## src/hdl/bav_pkg.sv

```systemverilog
// ---------------------------------------------------------------------------
// bav_pkg: shared types and constants
// Register indexes, item kinds and the control struct for the grid memory.
// ---------------------------------------------------------------------------
package bav_pkg;

  // Configuration register indexes.
  localparam logic [1:0] CFG_ORIGIN_X = 2'd0;
  localparam logic [1:0] CFG_ORIGIN_Y = 2'd1;
  localparam logic [1:0] CFG_SCALE_X  = 2'd2;
  localparam logic [1:0] CFG_SCALE_Y  = 2'd3;

  // Item kinds carried on tuser.
  localparam logic ACT_WRITE = 1'b0;
  localparam logic ACT_QUERY = 1'b1;

  // Low bits of the coordinate product that are ever used (cell up to 10 bits).
  localparam int unsigned PROD_W = 42;

  // Control from the pipeline to the grid memory.
  typedef struct packed {
    logic adv;  // pipeline moves on this edge
    logic wr;   // the item at the memory stage is a grid write
  } mem_ctl_t;

endpackage

```

## src/hdl/bav_locate.sv

```systemverilog
// ---------------------------------------------------------------------------
// bav_locate: position to grid cell
// Forms (pos - origin) * scale over three stages and splits the Q32.32
// result into a wrapped cell index and a 16-bit fraction.
// ---------------------------------------------------------------------------
module bav_locate #(
  parameter int unsigned CELL_W = 7
) (
  input  logic              clk_i,
  input  logic              en_i,
  input  logic [31:0]       pos_i,
  input  logic [31:0]       org_i,
  input  logic [31:0]       scale_i,
  output logic [CELL_W-1:0] cell_o,
  output logic [15:0]       frac_o
);

  localparam int unsigned SPLIT = bav_pkg::PROD_W / 2;

  logic [32:0]               diff_d, diff_q;
  logic [bav_pkg::PROD_W-1:0] dext;
  logic [SPLIT+31:0]         pp_lo_d, pp_lo_q, pp_hi_d;
  logic [SPLIT-1:0]          pp_hi_q;
  logic [bav_pkg::PROD_W-1:0] prod_d, prod_q;

  // Offset from the field origin at 33 bits.
  assign diff_d = {pos_i[31], pos_i} - {org_i[31], org_i};

  // Two partial products, each 21 by 32 bits; only the low 42 bits matter.
  always_comb begin
    dext    = {{(bav_pkg::PROD_W-33){diff_q[32]}}, diff_q};
    pp_lo_d = dext[SPLIT-1:0] * scale_i;
    pp_hi_d = dext[bav_pkg::PROD_W-1:SPLIT] * scale_i;
    prod_d  = pp_lo_q[bav_pkg::PROD_W-1:0] + {pp_hi_q, {SPLIT{1'b0}}};
  end

  always_ff @(posedge clk_i) begin
    if (en_i) begin
      diff_q  <= diff_d;
      pp_lo_q <= pp_lo_d;
      pp_hi_q <= pp_hi_d[SPLIT-1:0];
      prod_q  <= prod_d;
    end
  end

  // Cell from the integer part, wrapped by the power-of-two side.
  assign cell_o = prod_q[32 +: CELL_W];
  assign frac_o = prod_q[31:16];

endmodule

```

## config.mk

```make
export PLATFORM = sky130hd
export DESIGN_NAME = bav_locate
export DESIGN_NICKNAME = d
export VERILOG_FILES = /design/src/hdl/bav_pkg.sv /design/src/hdl/bav_locate.sv
export SDC_FILE = /design/constraint.sdc
export NUM_CORES = 2
export LEC_CHECK = 0
export BUFFER_PORTS_ARGS = -buffer_cell sky130_fd_sc_hd__buf_2
export CAP_MARGIN = 10
export CORE_MARGIN = 4
export CORE_UTILIZATION = 55
export DETAILED_ROUTE_END_ITERATION = 10
export PLACE_DENSITY = 0.77
export SETUP_SLACK_MARGIN = 0.4
export SLEW_MARGIN = 20
export SYNTH_ARGS = -nofsm -noshare
export SYNTH_HDL_FRONTEND = slang
export SYNTH_SLANG_ARGS = --single-unit
```

## constraint.sdc

```tcl
create_clock -name clk_i -period 11.35 [get_ports clk_i]
set_input_delay 0.5675 -clock clk_i [delete_from_list [all_inputs] [get_ports clk_i]]
set_output_delay 0.5675 -clock clk_i [all_outputs]
set_load 0.01 [all_outputs]
```

==> metrics.cfg <==
[run_status]
status = completed

[clock_tree]
clock-sinks = 97
cts_tree = done
ctsResizeCount = 0
clk_pin_slew_worst_paths_ns = 0.08
htreeDepth = 3
cts_setup_buffers = 0
hold_buffers = 0
worstSkewPairLatency_ns = 0.40
ctsRootBufferMaster = clkbuf_16
cts_max_path_buffers = 2
cts_buffers = 9

[die]
fp.dieW_um = 230
core-area_um2 = 48100
initial_core_util = 0.561
dieArea_um2 = 52700
pin_count = 121
num_rows = 80
die_y_um = 230

[sta]
period_share = 0.708
min_period_ns = 8.03
rsz0062_at_grt = no
worstMarginPinSlew_ns = 1.02
max_freq_ghz = 0.124
finalSetupTns_ns = 0
slew_viol_final = 0
slew_headroom = 0.317
hold_viol_final = 0
fin_skew_ns = 0.0106
setup_viol = 0

[hold_path]
worstHoldStart = pp_lo_q[20]
hold_class = flop to flop
whs_path_depth = 0
hold_end = prod_q[20]

[routing]
drt-initial-drc-count = 1326
drt_pass1_iterations = 5
wirelength_mm = 67.7
drc = 0
post_drt_wl_per_cell_um = 18.8
via_per_inst = 5.44
vias = 19551
postRouteAntennaNets = 0

[yosys]
synth_warnings = 0
synth-edff-count = 97
ys_ff_latch = 97
synth_ff_type = edfxtp_1
syn_area_um2 = 27000
async_reset_ff_frac = 0
synthCells = 2908
ys_types = 56
syn_avg_cell_area_um2 = 9.29
synth_fp_nets = 3791
ys_seq_area_frac = 0.108

[setup_path]
worstPathArrival_ns = 8.17
rrSetupSlack_ns = 3.32
ff2ff_path_depth = 24
worstSetupStartpointType = flop
critPathSlowestCell = edfxtp_1
crit_type = flop to flop
worstSetupEndpointType = flop
path_cells = and2_1 -> fa_1 -> fa_1 -> inv_1 -> fa_1 -> inv_1 -> fa_1 -> inv_1 -> fa_1 -> inv_1 -> fa_1 -> inv_1 -> fa_1 -> inv_1 -> ha_1 -> o211a_1 -> nand3_1 -> or3_1 -> a21oi_1 -> o211ai_1 -> a2111oi_0 -> nor2_1 -> a211o_1 -> xnor2_1
timing.rr.end = pp_lo_q[38]
max_stage_delay_ns = 1.02
crit_top_cell = fa_1
r2r_start = diff_q[4]
cp_max_fo = 32
cp.required_ns = 11.49

[layout]
mostFrequentLayoutCells = inv_1 (719), fa_1 (589), nand2_1 (392), and2_1 (368), ha_1 (196)
areaGrowthSynthToFinish_pct = 5.18
fin_util = 0.590
finish.instance_area_um2 = 28400
final_common_cell = inv_1
drive_gt1_frac = 0.0569
nNetsFinal = 3811

[grt]
grtUsageTotal = 0.269
grt-ovfl-total = 0
grt_pass1_wl_mm = 112
grt_pass1_vias = 22085
grt_max_degree = 57
antenna_found_initial = 2

[placed_design]
dp_hpwl_mm = 52.6
placed_cell_area_um2 = 28100
io_buffer_count = 120
gp_congestion = 0.906

[flow_run]
drv_cap = 0

[state kept, by name, summed over array words and instances (netlist names)]
register  count
pp_hi_q      18
diff_q       33
prod_q       23
pp_lo_q      23
[layout make-up]
cell class / count / area (µm²)
inverter: 719 / 2700
antenna: 2 / 5.00
sequential: 97 / 2910
timing repair buffer: 140 / 753
tap: 656 / 821
clock inverter: 7 / 87.6
multi-input combinational: 1961 / 20900
clock buffer: 9 / 225
fill: 4075 / 19700
[cells in the mapped netlist (9+ instances only)]
master / number / area share
inv_1: 719 / 0.10
clkbuf_1: 131 / 0.018
nand2_1: 392 / 0.054
a21oi_1: 51 / 0.0094
and2_1: 368 / 0.085
edfxtp_1: 97 / 0.11
nand3_1: 16 / 0.0030
nor2_1: 45 / 0.0063
fa_1: 589 / 0.44
o21a_1: 10 / 0.0028
ha_1: 196 / 0.091
o21ai_0: 32 / 0.0059
xor2_1: 25 / 0.0081
nor2b_1: 9 / 0.0021
xnor2_1: 106 / 0.034
a21o_1: 15 / 0.0042
[per-stage QoR]
stage | instances | hold slack [ns] | worst slack, ns
after global placement | 3573 | 0.405 | 3.44
after CTS | 3589 | 0.426 | 3.30
after detailed placement | 3573 | 0.408 | 3.25
after floorplan | 2908 | 0.400 | 4.38
after global routing | 3591 | 0.444 | 2.89
final | 3591 | 0.425 | 3.32
[worst max-delay path by stage]
stage	to	slack, ns	start	cells after the start
CTS	pp_lo_q[38]	3.30	diff_q[4]	24
global route	pp_lo_q[38]	2.89	diff_q[4]	24
finish	pp_lo_q[38]	3.32	diff_q[4]	24
global placement	pp_lo_q[38]	3.44	scale_i[9]	25
detailed placement	pp_lo_q[38]	3.25	scale_i[9]	25
floorplan	pp_lo_q[38]	4.38	scale_i[5]	24
[worst max-delay path, delay by kind of cell (launching register included)]
family	cells	cell delay (ns)
adder cells (fa/ha/maj)	8	3.72
AO/OA/AOI/OAI	5	1.77
flip-flops	1	1.02
AND/OR/NAND/NOR	4	0.81
buffers and inverters	6	0.33
XOR/XNOR	1	0.12
[cells by family (layout without fill, tap and decap cells)]
logic type | after synthesis | count (layout) | share of synthesized area
DFF | 97 | 97 | 0.108
other | 0 | 2 | 0
xor gates and xnor gates | 131 | 131 | 0.0425
adders and majority gates | 785 | 785 | 0.527
and+or+nand+nor | 875 | 875 | 0.162
buffers and inverters | 850 | 875 | 0.118
AOI/OAI and AO/OA | 170 | 170 | 0.0426
[routing by layer]
layer	vias up	wire length [µm]	GRT usage
met5	-	0	0
met4	0	2360	0.103
met3	172	5380	0.0486
met2	848	33800	0.465
met1	9991	26100	0.337
li1	8540	-	-
Power is not shown: default switching activity piles up to over one toggle a cycle in this logic, so the estimate is an artifact.
